File: config.mk
export PLATFORM = sky130hd
export DESIGN_NAME = sync_framed_command_receiver_unit
export DESIGN_NICKNAME = d
export VERILOG_FILES = /design/src/sv/sfcr_pkg.sv /design/src/sv/sfcr_frame.sv /design/src/sv/sfcr_decode.sv /design/src/sv/sync_framed_command_receiver_unit.sv
export SDC_FILE = /design/constraint.sdc
export NUM_CORES = 1
export LEC_CHECK = 0
export BUFFER_PORTS_ARGS = -buffer_cell sky130_fd_sc_hd__buf_2
export CAP_MARGIN = 0
export CORE_MARGIN = 10
export CORE_UTILIZATION = 45
export CTS_BUF_LIST = sky130_fd_sc_hd__clkbuf_4 sky130_fd_sc_hd__clkbuf_8
export CTS_CLUSTER_DIAMETER = 150
export DETAILED_ROUTE_END_ITERATION = 10
export GPL_ROUTABILITY_DRIVEN = 1
export PLACE_DENSITY = 0.69
export SYNTH_ARGS = -nofsm -noshare
export SYNTH_HDL_FRONTEND = slang
export SYNTH_SLANG_ARGS = --single-unit
File: constraint.sdc
create_clock -name clk -period 4.2 [get_ports clk]
set_input_delay 0 -clock clk [delete_from_list [all_inputs] [get_ports clk]]
set_output_delay 0 -clock clk [all_outputs]
set_load 0.1 [all_outputs]
File: src/sv/sfcr_pkg.sv
// Shared types, constants and the CRC step for the framed command receiver.
package sfcr_pkg;

  localparam int CONFIG_ENTRIES   = 5;
  localparam int INIT_TABLE_BYTES = 128;

  localparam logic [31:0] HDR_WORD  = 32'h7171_666D;
  localparam logic [7:0]  END_MARK  = 8'hFF;
  localparam logic [15:0] CRC_POLY  = 16'hA001;
  localparam int          BODY_LEN  = 6;

  localparam logic [7:0] CMD_CFG_WRITE  = 8'd1;
  localparam logic [7:0] CMD_RAW_SEND   = 8'd2;
  localparam logic [7:0] CMD_NOP        = 8'd3;
  localparam logic [7:0] CMD_RESET      = 8'd4;
  localparam logic [7:0] CMD_INIT_WRITE = 8'd5;

  typedef enum logic [2:0] {
    ACT_CFG_WRITE  = 3'd0,
    ACT_RAW_SEND   = 3'd1,
    ACT_NOP        = 3'd2,
    ACT_RESET      = 3'd3,
    ACT_INIT_WRITE = 3'd4
  } action_t;

  typedef struct packed {
    logic        done;
    logic        crc_ok;
    logic [7:0]  cmd;
    logic [7:0]  addr;
    logic [31:0] word;
  } frame_msg_t;

  typedef struct packed {
    action_t     action;
    logic [7:0]  target;
    logic [31:0] data_value;
    logic        acknowledge;
  } result_t;

  function automatic logic [15:0] crc16_step(input logic [15:0] crc_in, input logic [7:0] b);
    logic [15:0] c;
    c = crc_in ^ {8'h00, b};
    for (int k = 0; k < 8; k++) begin
      if (c[0]) begin
        c = (c >> 1) ^ CRC_POLY;
      end else begin
        c = c >> 1;
      end
    end
    return c;
  endfunction

endpackage

File: src/sv/sfcr_frame.sv
// Header search, message collection and running CRC for the command receiver.
module sfcr_frame (
  input  logic                    clk,
  input  logic                    rst_n,
  input  logic                    en,
  input  logic [7:0]              rx_byte,
  input  logic                    soft_rst,
  output sfcr_pkg::frame_msg_t    msg
);

  logic [23:0] hist_r, hist_nxt;
  logic        synced_r, synced_nxt;
  logic [2:0]  pos_r, pos_nxt;
  logic [15:0] crc_r, crc_nxt;
  logic        crc_lo_ok_r, crc_lo_ok_nxt;
  logic [7:0]  body_r [sfcr_pkg::BODY_LEN];
  logic [7:0]  body_nxt [sfcr_pkg::BODY_LEN];
  logic        hdr_hit;
  logic        in_body;

  assign hdr_hit = ({hist_r, rx_byte} == sfcr_pkg::HDR_WORD);
  assign in_body = synced_r && (pos_r < 3'(sfcr_pkg::BODY_LEN));

  assign msg.done   = synced_r && (pos_r == 3'd7) && !hdr_hit;
  assign msg.crc_ok = crc_lo_ok_r && (rx_byte == crc_r[15:8]);
  assign msg.cmd    = body_r[0];
  assign msg.addr   = body_r[1];
  assign msg.word   = {body_r[5], body_r[4], body_r[3], body_r[2]};

  always_comb begin
    hist_nxt      = {hist_r[15:0], rx_byte};
    synced_nxt    = synced_r;
    pos_nxt       = pos_r;
    crc_nxt       = crc_r;
    crc_lo_ok_nxt = crc_lo_ok_r;
    for (int i = 0; i < sfcr_pkg::BODY_LEN; i++) begin
      body_nxt[i] = body_r[i];
      if (in_body && (pos_r == 3'(i))) begin
        body_nxt[i] = rx_byte;
      end
    end
    if (in_body) begin
      crc_nxt = sfcr_pkg::crc16_step(crc_r, rx_byte);
    end
    if (synced_r && (pos_r == 3'd6)) begin
      crc_lo_ok_nxt = (rx_byte == crc_r[7:0]);
    end
    if (synced_r) begin
      if (pos_r == 3'd7) begin
        synced_nxt = 1'b0;
        pos_nxt    = 3'd0;
      end else begin
        pos_nxt = pos_r + 3'd1;
      end
    end
    if (hdr_hit) begin
      synced_nxt = 1'b1;
      pos_nxt    = 3'd0;
      crc_nxt    = 16'h0000;
    end
    if (soft_rst) begin
      hist_nxt   = 24'h000000;
      synced_nxt = 1'b0;
      pos_nxt    = 3'd0;
    end
  end

  always_ff @(posedge clk) begin
    if (!rst_n) begin
      hist_r   <= 24'h000000;
      synced_r <= 1'b0;
      pos_r    <= 3'd0;
    end else if (en) begin
      hist_r   <= hist_nxt;
      synced_r <= synced_nxt;
      pos_r    <= pos_nxt;
    end
  end

  always_ff @(posedge clk) begin
    if (en) begin
      crc_r       <= crc_nxt;
      crc_lo_ok_r <= crc_lo_ok_nxt;
      body_r      <= body_nxt;
    end
  end

endmodule

File: src/sv/sfcr_decode.sv
// Command decode and init-table sequence tracking for the command receiver.
module sfcr_decode (
  input  logic                  clk,
  input  logic                  rst_n,
  input  logic                  en,
  input  sfcr_pkg::frame_msg_t  msg,
  output logic                  res_vld,
  output sfcr_pkg::result_t     res,
  output logic                  soft_rst
);

  logic [7:0] last_seq_r, last_seq_nxt;
  logic [7:0] seq;
  logic       seq_ok;
  logic       cfg_in_range;
  logic       init_in_range;
  logic       hit;

  assign seq           = msg.word[15:8];
  assign seq_ok        = (seq == 8'd0) || ({1'b0, seq} == ({1'b0, last_seq_r} + 9'd1));
  assign cfg_in_range  = ({1'b0, msg.addr} < 9'(sfcr_pkg::CONFIG_ENTRIES));
  assign init_in_range = ({1'b0, msg.addr} < 9'(sfcr_pkg::INIT_TABLE_BYTES));

  always_comb begin
    hit             = 1'b0;
    res.action      = sfcr_pkg::ACT_NOP;
    res.target      = msg.addr;
    res.data_value  = {24'h000000, msg.word[7:0]};
    res.acknowledge = 1'b1;
    last_seq_nxt    = last_seq_r;
    unique case (msg.cmd)
      sfcr_pkg::CMD_CFG_WRITE: begin
        hit            = cfg_in_range;
        res.action     = sfcr_pkg::ACT_CFG_WRITE;
        res.data_value = msg.word;
      end
      sfcr_pkg::CMD_RAW_SEND: begin
        hit        = 1'b1;
        res.action = sfcr_pkg::ACT_RAW_SEND;
      end
      sfcr_pkg::CMD_NOP: begin
        hit        = 1'b1;
        res.action = sfcr_pkg::ACT_NOP;
      end
      sfcr_pkg::CMD_RESET: begin
        hit             = 1'b1;
        res.action      = sfcr_pkg::ACT_RESET;
        res.acknowledge = 1'b0;
      end
      sfcr_pkg::CMD_INIT_WRITE: begin
        hit        = init_in_range && seq_ok;
        res.action = sfcr_pkg::ACT_INIT_WRITE;
        if (msg.word[23:16] == sfcr_pkg::END_MARK) begin
          res.acknowledge = 1'b1;
          last_seq_nxt    = sfcr_pkg::END_MARK;
        end else begin
          res.acknowledge = 1'b0;
          last_seq_nxt    = seq;
        end
      end
      default: begin
        hit = 1'b0;
      end
    endcase
  end

  assign res_vld  = msg.done && msg.crc_ok && hit;
  assign soft_rst = en && res_vld && (res.action == sfcr_pkg::ACT_RESET);

  always_ff @(posedge clk) begin
    if (!rst_n) begin
      last_seq_r <= sfcr_pkg::END_MARK;
    end else if (soft_rst) begin
      last_seq_r <= sfcr_pkg::END_MARK;
    end else if (en && res_vld && (res.action == sfcr_pkg::ACT_INIT_WRITE)) begin
      last_seq_r <= last_seq_nxt;
    end
  end

endmodule

File: src/sv/sync_framed_command_receiver_unit.sv
// Top level of the framed command receiver: input register, framing, decode, result register.
// A word accepted into the input register is decoded from it, and its result, if any, is
// loaded into the result register when the word advances out of the input register.
// Throughput: one word per cycle; the input register keeps taking words while a result
// waits in the result register, and stalls only when a new result meets a held one.
// Reset (rst_n low, synchronous) clears history, framing and sequence state; a reset
// command restores the same state at the same edge that registers its result.
module sync_framed_command_receiver_unit (
  input  logic        clk,
  input  logic        rst_n,
  input  logic        in_valid,
  output logic        in_stall,
  input  logic [7:0]  in_rx_byte,
  output logic        out_valid,
  input  logic        out_stall,
  output logic [2:0]  out_action,
  output logic [7:0]  out_target,
  output logic [31:0] out_data_value,
  output logic        out_acknowledge
);

  logic                 a_vld_r;
  logic [7:0]           a_byte_r;
  logic                 out_valid_r;
  sfcr_pkg::result_t    out_res_r;
  sfcr_pkg::frame_msg_t msg;
  sfcr_pkg::result_t    res;
  logic                 res_vld;
  logic                 soft_rst;
  logic                 out_free;
  logic                 adv;
  logic                 load;

  assign out_free = !out_valid_r || !out_stall;
  assign adv      = a_vld_r && (!res_vld || out_free);
  assign in_stall = a_vld_r && !adv;
  assign load     = in_valid && !in_stall;

  sfcr_frame u_frame (
    .clk      (clk),
    .rst_n    (rst_n),
    .en       (adv),
    .rx_byte  (a_byte_r),
    .soft_rst (soft_rst),
    .msg      (msg)
  );

  sfcr_decode u_decode (
    .clk      (clk),
    .rst_n    (rst_n),
    .en       (adv),
    .msg      (msg),
    .res_vld  (res_vld),
    .res      (res),
    .soft_rst (soft_rst)
  );

  always_ff @(posedge clk) begin
    if (!rst_n) begin
      a_vld_r     <= 1'b0;
      out_valid_r <= 1'b0;
    end else begin
      if (load) begin
        a_vld_r <= 1'b1;
      end else if (adv) begin
        a_vld_r <= 1'b0;
      end
      if (out_free) begin
        out_valid_r <= adv && res_vld;
      end
    end
  end

  always_ff @(posedge clk) begin
    if (load) begin
      a_byte_r <= in_rx_byte;
    end
    if (adv && res_vld) begin
      out_res_r <= res;
    end
  end

  assign out_valid       = out_valid_r;
  assign out_action      = out_res_r.action;
  assign out_target      = out_res_r.target;
  assign out_data_value  = out_res_r.data_value;
  assign out_acknowledge = out_res_r.acknowledge;

  a_reset_no_ack: assert property (@(posedge clk) disable iff (!rst_n)
    (out_valid_r && (out_res_r.action == sfcr_pkg::ACT_RESET)) |-> !out_res_r.acknowledge)
    else $error("reset result carries an acknowledge");

  a_cfg_range: assert property (@(posedge clk) disable iff (!rst_n)
    (out_valid_r && (out_res_r.action == sfcr_pkg::ACT_CFG_WRITE)) |->
      ({1'b0, out_res_r.target} < 9'(sfcr_pkg::CONFIG_ENTRIES)))
    else $error("config write result with out-of-range target");

  a_init_range: assert property (@(posedge clk) disable iff (!rst_n)
    (out_valid_r && (out_res_r.action == sfcr_pkg::ACT_INIT_WRITE)) |->
      ({1'b0, out_res_r.target} < 9'(sfcr_pkg::INIT_TABLE_BYTES)))
    else $error("init-table result with out-of-range target");

  a_res_needs_done: assert property (@(posedge clk) disable iff (!rst_n)
    res_vld |-> (msg.done && msg.crc_ok))
    else $error("result raised without a complete checked message");

  a_result_held: assert property (@(posedge clk) disable iff (!rst_n)
    (out_valid_r && out_stall) |=> (out_valid_r && $stable(out_res_r)))
    else $error("held result changed while stalled");

endmodule

# Word level (Yosys, flattened, before mapping)
# Cells that the tools add are included.
# word_totals
reg_bits	155
# op_classes
n_addsub	2
order_cmp	3
eq_ne	19
n_mux	32
n_bitwise	10
reduce_logical	46
# ops
operator	n
$mux 16	16
$eq 32x31->1 const B	1
$mux 24	1
$not 2->3	8
$logic_and 1x1->1	20
$reduce_and 2->1	10
$eq 8x2->1 const B	2
$eq 8x3->1 const B	2
$eq 8x8->1	2
$xor 16x8->16	1
$eq 3x3->1 const B	5
$mux 3	4
$pmux 3 s4	1
$add 8x1->9 const B	1
$eq 3x2->1 const B	3
$eq 8x9->1	1
$eq 8x1->1 const B	1
$eq 8x8->1 const B	1
$logic_not 8->1	1
$lt 8x3->1 const B	1
$lt 8x8->1 const B	1
$mux 8	1
$mux 1	7
$logic_not 1->1	6
other kinds (12)	15

# Depth between registers and ports, before layout
# logic_depth
word_depth	25
ltp_mapped	10
depth_no_buf	9

# Cells and area by module
# Synthesis repeated with hierarchy kept, for this count alone.
# hier_totals
hier_cells	507
hier_area_um2	6526.3
# by_module_without_submodules
mod	instances	cells_per_inst	area_each_um2	seq_area_each_um2
sfcr_frame	1	298	3758.6	2512.4
sync_framed_command_receiver_unit	1	63	1656.6	1601.5
sfcr_decode	1	146	1111.1	160.2

# Worst setup path after synthesis
# Ideal clock, no wire load.
# synth_path
path_kind	flip-flop to flip-flop
from	register u_frame.body_r, in the netlist u_frame.msg[46]
to	register a_byte_r[0] (enable)
arrival_time_ns	3.155
path_slack_ns	0.710
path_stages_with_launch	8
n_path_buf	0
synth_period_minus_slack_ns	3.490
path_cell_list	edfxtp_1 -> or4_4 -> or4_4 -> nor4_2 -> o2111ai_1 -> nand2_1 -> and4_1 -> nor2b_1
# synth_between
elab_chain_cells	11
word_cells_on_any_way	15
# synth_rtl
element	line	source
start: declaration	sfcr_frame.sv:16	logic [7:0] body_r [sfcr_pkg::BODY_LEN];
start signal: assignment	sfcr_frame.sv:84	body_r <= body_nxt;
$eq 8x2->1 or $eq 8x3->1 (tied branches)	sfcr_decode.sv:31	unique case (msg.cmd)
$reduce_or 3->1 (no line)	n/a	
$pmux 1 s3 (*)	sfcr_decode.sv:31	
$logic_and 1x1->1 (*)	sfcr_decode.sv:67	assign res_vld = msg.done && msg.crc_ok && hit;
$logic_not 1->1 (*)	sync_framed_command_receiver_unit.sv:35	assign adv = a_vld_r && (!res_vld || out_free);
$logic_or 1x1->1 (*)	sync_framed_command_receiver_unit.sv:35	
$logic_and 1x1->1 (*)	sync_framed_command_receiver_unit.sv:35	
$logic_not 1->1 (*)	sync_framed_command_receiver_unit.sv:36	assign in_stall = a_vld_r && !adv;
$logic_and 1x1->1 (*)	sync_framed_command_receiver_unit.sv:36	
named net in_stall	sync_framed_command_receiver_unit.sv:12	output logic in_stall,
$logic_not 1->1 (*)	sync_framed_command_receiver_unit.sv:37	assign load = in_valid && !in_stall;
$logic_and 1x1->1 (*)	sync_framed_command_receiver_unit.sv:37	
named net load	sync_framed_command_receiver_unit.sv:32	logic load;
end signal: assignment	sync_framed_command_receiver_unit.sv:76	a_byte_r <= in_rx_byte;
end: declaration	sync_framed_command_receiver_unit.sv:23	logic [7:0] a_byte_r;
# The timed path passes the listed nets; every way through them passes the cells marked *.
# A chain may end at the register's enable or synchronous reset.

# Final worst setup path
# layout_path
from	register u_frame.body_r, in the netlist u_frame.msg[46]
to	output in_stall
# layout_between
elab_chain_cells	9
word_cells_on_any_way	13
# layout_rtl
element	line
$eq 8x2->1 or $eq 8x3->1 (tied branches)	sfcr_decode.sv:31
$reduce_or 3->1 (no line)	n/a
$pmux 1 s3 (*)	sfcr_decode.sv:31
$logic_and 1x1->1 (*)	sfcr_decode.sv:67
$logic_not 1->1 (*)	sync_framed_command_receiver_unit.sv:35
$logic_or 1x1->1 (*)	sync_framed_command_receiver_unit.sv:35
$logic_and 1x1->1 (*)	sync_framed_command_receiver_unit.sv:35
$logic_not 1->1 (*)	sync_framed_command_receiver_unit.sv:36
$logic_and 1x1->1 (*)	sync_framed_command_receiver_unit.sv:36
end: declaration	sync_framed_command_receiver_unit.sv:12
# Every way passes the cells marked *; elsewhere a longest branch is shown, timed or not.

==> summary.txt <==
Run status
  – Status: completed

Final layout
  – Share of cells above drive strength 1: 24.4%
  – Post-route cell area: 0.00728 mm2
  – Area Growth Syn to Fin: 15.9%
  – Fin nets: between 500 and 600
  – Diode count: 0

Die
  – Die height: 138 um
  – Die width: 138 um
  – Core Area: 0.0138 mm2
  – Row count: 43
  – Starting Density: between 40% and 50%
  – Die area: 0.0191 mm2
  – Boundary Pins: 58

Clock tree
  – CTS tree: built
  – Clock-pin slew on the worst setup and hold paths: roughly 80 ps
  – CTS Buf Count: 17
  – CTS max path bufs: 2
  – Clock latency on the worst-skew pair: between 400 and 500 ps
  – H-Tree Depth: 4
  – Root Driver: clkbuf_8
  – Clk sink count: between 150 and 200

Yosys
  – Synth unique cells: between 50 and 60
  – Flops & latches, synth: approximately 160
  – Yosys warns: 0
  – Area share of the largest cell type after synthesis: 55.9%
  – Number of flops mapped to enable cells by yosys: 117
  – Mapped Nets: 460
  – Dominant cell type by area after synthesis: edfxtp_1
  – Synthesized area per cell: 14.3 um2
  – Synth top area cells: edfxtp_1, dfxtp_1, xnor2_1
  – Syn Inst Count: 439
  – Mapped Area: 0.00628 mm2
  – Asr flop ratio synth: 0%
  – Sequential area share after synthesis: between 60% and 70%
  – Post-synth top flop: edfxtp_1

STA
  – Final setup margin: between 800 and 900 ps
  – WHS: 252 ps
  – Max-slew headroom: 25.9%
  – Worst-margin pin slew: between 1000 and 1500 ps
  – Post-route minimum period: roughly 3300 ps
  – RSZ-0062 raised after global routing: false
  – Setup TNS: 0 ps
  – Fin crit share: 79.6%
  – Endpoints failing hold: 0
  – Final setup skew: 11.2 ps
  – Fmax: 299 MHz
  – Slew Viols, Final: 0
  – Final setup fails: 0

Worst hold path
  – Hold crit path type: input pin to register
  – Worst hold stages: 2

Setup path
  – Crit path required time: 4200 ps
  – Maximum fanout along the worst path: 6
  – Cell mode on critical path: or4_4
  – Critical path class: register to output port
  – Setup crit end: in_stall
  – CP startpoint: u_frame.msg[46]$_DFFE_PP_
  – Crit path max-delay cell type: or4_4
  – Startpoint Class: register
  – RR Startpoint: u_frame.msg[46]$_DFFE_PP_
  – Critical-path cell list: or4_4 -> or4_4 -> nor4_2 -> o2111ai_1 -> nand2_1 -> and4_1 -> buf_2
  – Reg2Reg Depth: 8
  – Flop2flop setup slack: around 970 ps
  – Arrival time worst endpoint: 3340 ps
  – Crit end category: output port
  – CP max stage delay: 550 ps
  – Worst reg2reg path endpoint: out_data_value[17]$_SDFFCE_PN0P_

Placement
  – Hpwl dp: about 8500 um
  – GPL Wtd Cong: 0.844
  – IO buf count: 57
  – DP Area: 0.00679 mm2
  – Pre-CTS setup slack: 996 ps

GRT
  – Initial antenna violation count: 0
  – Overall Global Routing Usage: 13.5%
  – First-pass GRT wire length: 20600 um
  – Largest net degree at the start of global routing: 45
  – Total gr overflow: 0
  – Number of global-route vias before repair: 3902

Power
  – P_leak: 0.00246 uW
  – Final Power: 2850 uW
  – Max rail drop VDD: 0.219 mV
  – Pwr Density: 391 mW/mm2

Route
  – Final WL: 12700 um
  – WL/cell: 17.7 um
  – First drt pass iteration count: 4
  – Via density: 5.27
  – Initial DRC count: 303
  – DRT antenna net count: 0
  – Remaining DRCs: 0
  – Vias: between 3k and 4k

Job
  – Max cap viols: 0
==> critical path: cells and delay by family, from the launching register on <==
| kind | cells | cell delay [ps] |
|---|---|---|
| buffers and inverters | 1 | 460 |
| AOI/OAI and AO/OA | 1 | 170 |
| and+or+nand+nor | 5 | 1890 |
| DFF | 1 | 360 |
==> where the power goes <==
part / switching (uW) / total (uW) / internal [uW]
clock: 531 / 1040 / 508
combinational: 70.8 / 129 / 57.8
sequential: 21.8 / 1680 / 1660
==> registers in the layout (all words and copies together), names as in the netlist <==
register / count
u_frame.msg: 48
out_data_value: 32
u_frame.hist_r: 24
u_frame.crc_r: 16
a_byte_r: 8
out_target: 8
u_decode.last_seq_r: 8
out_action: 3
u_frame.pos_r: 3
a_vld_r: 1
out_acknowledge: 1
out_valid: 1
u_frame.crc_lo_ok_r: 1
u_frame.synced_r: 1
==> routing by layer <==
| metal | vias to the layer above | track usage (%) | share of wire, % | routed length, um |
|---|---|---|---|---|
| li1 | 1813 | - | - | - |
| met1 | 1826 | 16.2 | 45 | 5650 |
| met2 | 112 | 21.7 | 48 | 6060 |
| met3 | 23 | 4.55 | 5.3 | 673 |
| met4 | 0 | 5.72 | 2.1 | 264 |
| met5 | - | 0 | 0 | 0 |
==> cells by family (layout without fill, tap and decap cells) <==
kind of cell / Yosys count / in the layout / share of synthesized area (%)
AOI/OAI and AO/OA: 58 / 58 / 7.79
muxes: 9 / 9 / 1.43
adders and majority gates: 9 / 9 / 1.79
and+or+nand+nor: 149 / 149 / 13.8
DFF: 155 / 155 / 68.0
xor gates and xnor gates: 37 / 37 / 5.16
buffers and inverters: 22 / 119 / 1.95
==> worst min-delay path by stage <==
stage                        startpoint               endpoint
after CTS                 in_rx_byte[6]  a_byte_r[6]$_DFFE_PP_
after floorplan           in_rx_byte[0]  a_byte_r[0]$_DFFE_PP_
after global placement    in_rx_byte[6]  a_byte_r[6]$_DFFE_PP_
after global routing      in_rx_byte[7]  a_byte_r[7]$_DFFE_PP_
final                     in_rx_byte[7]  a_byte_r[7]$_DFFE_PP_
after detailed placement  in_rx_byte[7]  a_byte_r[7]$_DFFE_PP_
==> Yosys cell counts (6+ instances only) <==
cell type    n
a22o_1       7
a22o_2      16
and2_1      27
clkbuf_1     6
dfxtp_1     38
edfxtp_1   117
ha_1         9
inv_1        7
mux2i_1      9
nand2_1     19
nand4_1      8
nor2_1      32
nor2b_1      8
nor3_1      10
o21ai_0      6
xnor2_1     29
xor2_1       8
==> final cells by class <==
cell class	count	area [um2]
fillers	1199	6490
inverters	7	26.3
repair buffers	80	488
clock buffers	22	278
flip-flops and latches	155	4270
well taps	180	225
multi-input cells	262	1890
clock inverters	10	95.1
==> through the flow <==
step           cells  util, %
5_1_grt          716     52.8
6_report         716     52.8
2_1_floorplan    439        -
3_3_place_gp     672     49.3
3_5_place_dp     672     49.3
4_1_cts          716     52.8
==> layout by cell type (no fill, tap or decap), drive strengths merged, types with 4 or more instances in the layout <==
cell type	n
a21oi	6
a22o	23
a31oi	4
and2	27
and4	5
and4b	5
buf	68
clkbuf	22
clkinv	4
clkinvlp	5
dfxtp	38
dlygate4sd3	12
edfxtp	117
ha	9
inv	7
mux2i	9
nand2	19
nand2b	5
nand3	5
nand4	8
nor2	32
nor2b	8
nor3	10
nor4	4
o21ai	6
or2	4
or4	5
xnor2	29
xor2	8
==> what timing repair did <==
item / CTS / global route
hold buffers: 12 / 0
gates resized for setup: 0 / 0
buffers inserted: 0 / 0
hold endpoints to repair: 13 / 0
(Power assumes the default switching activity.)
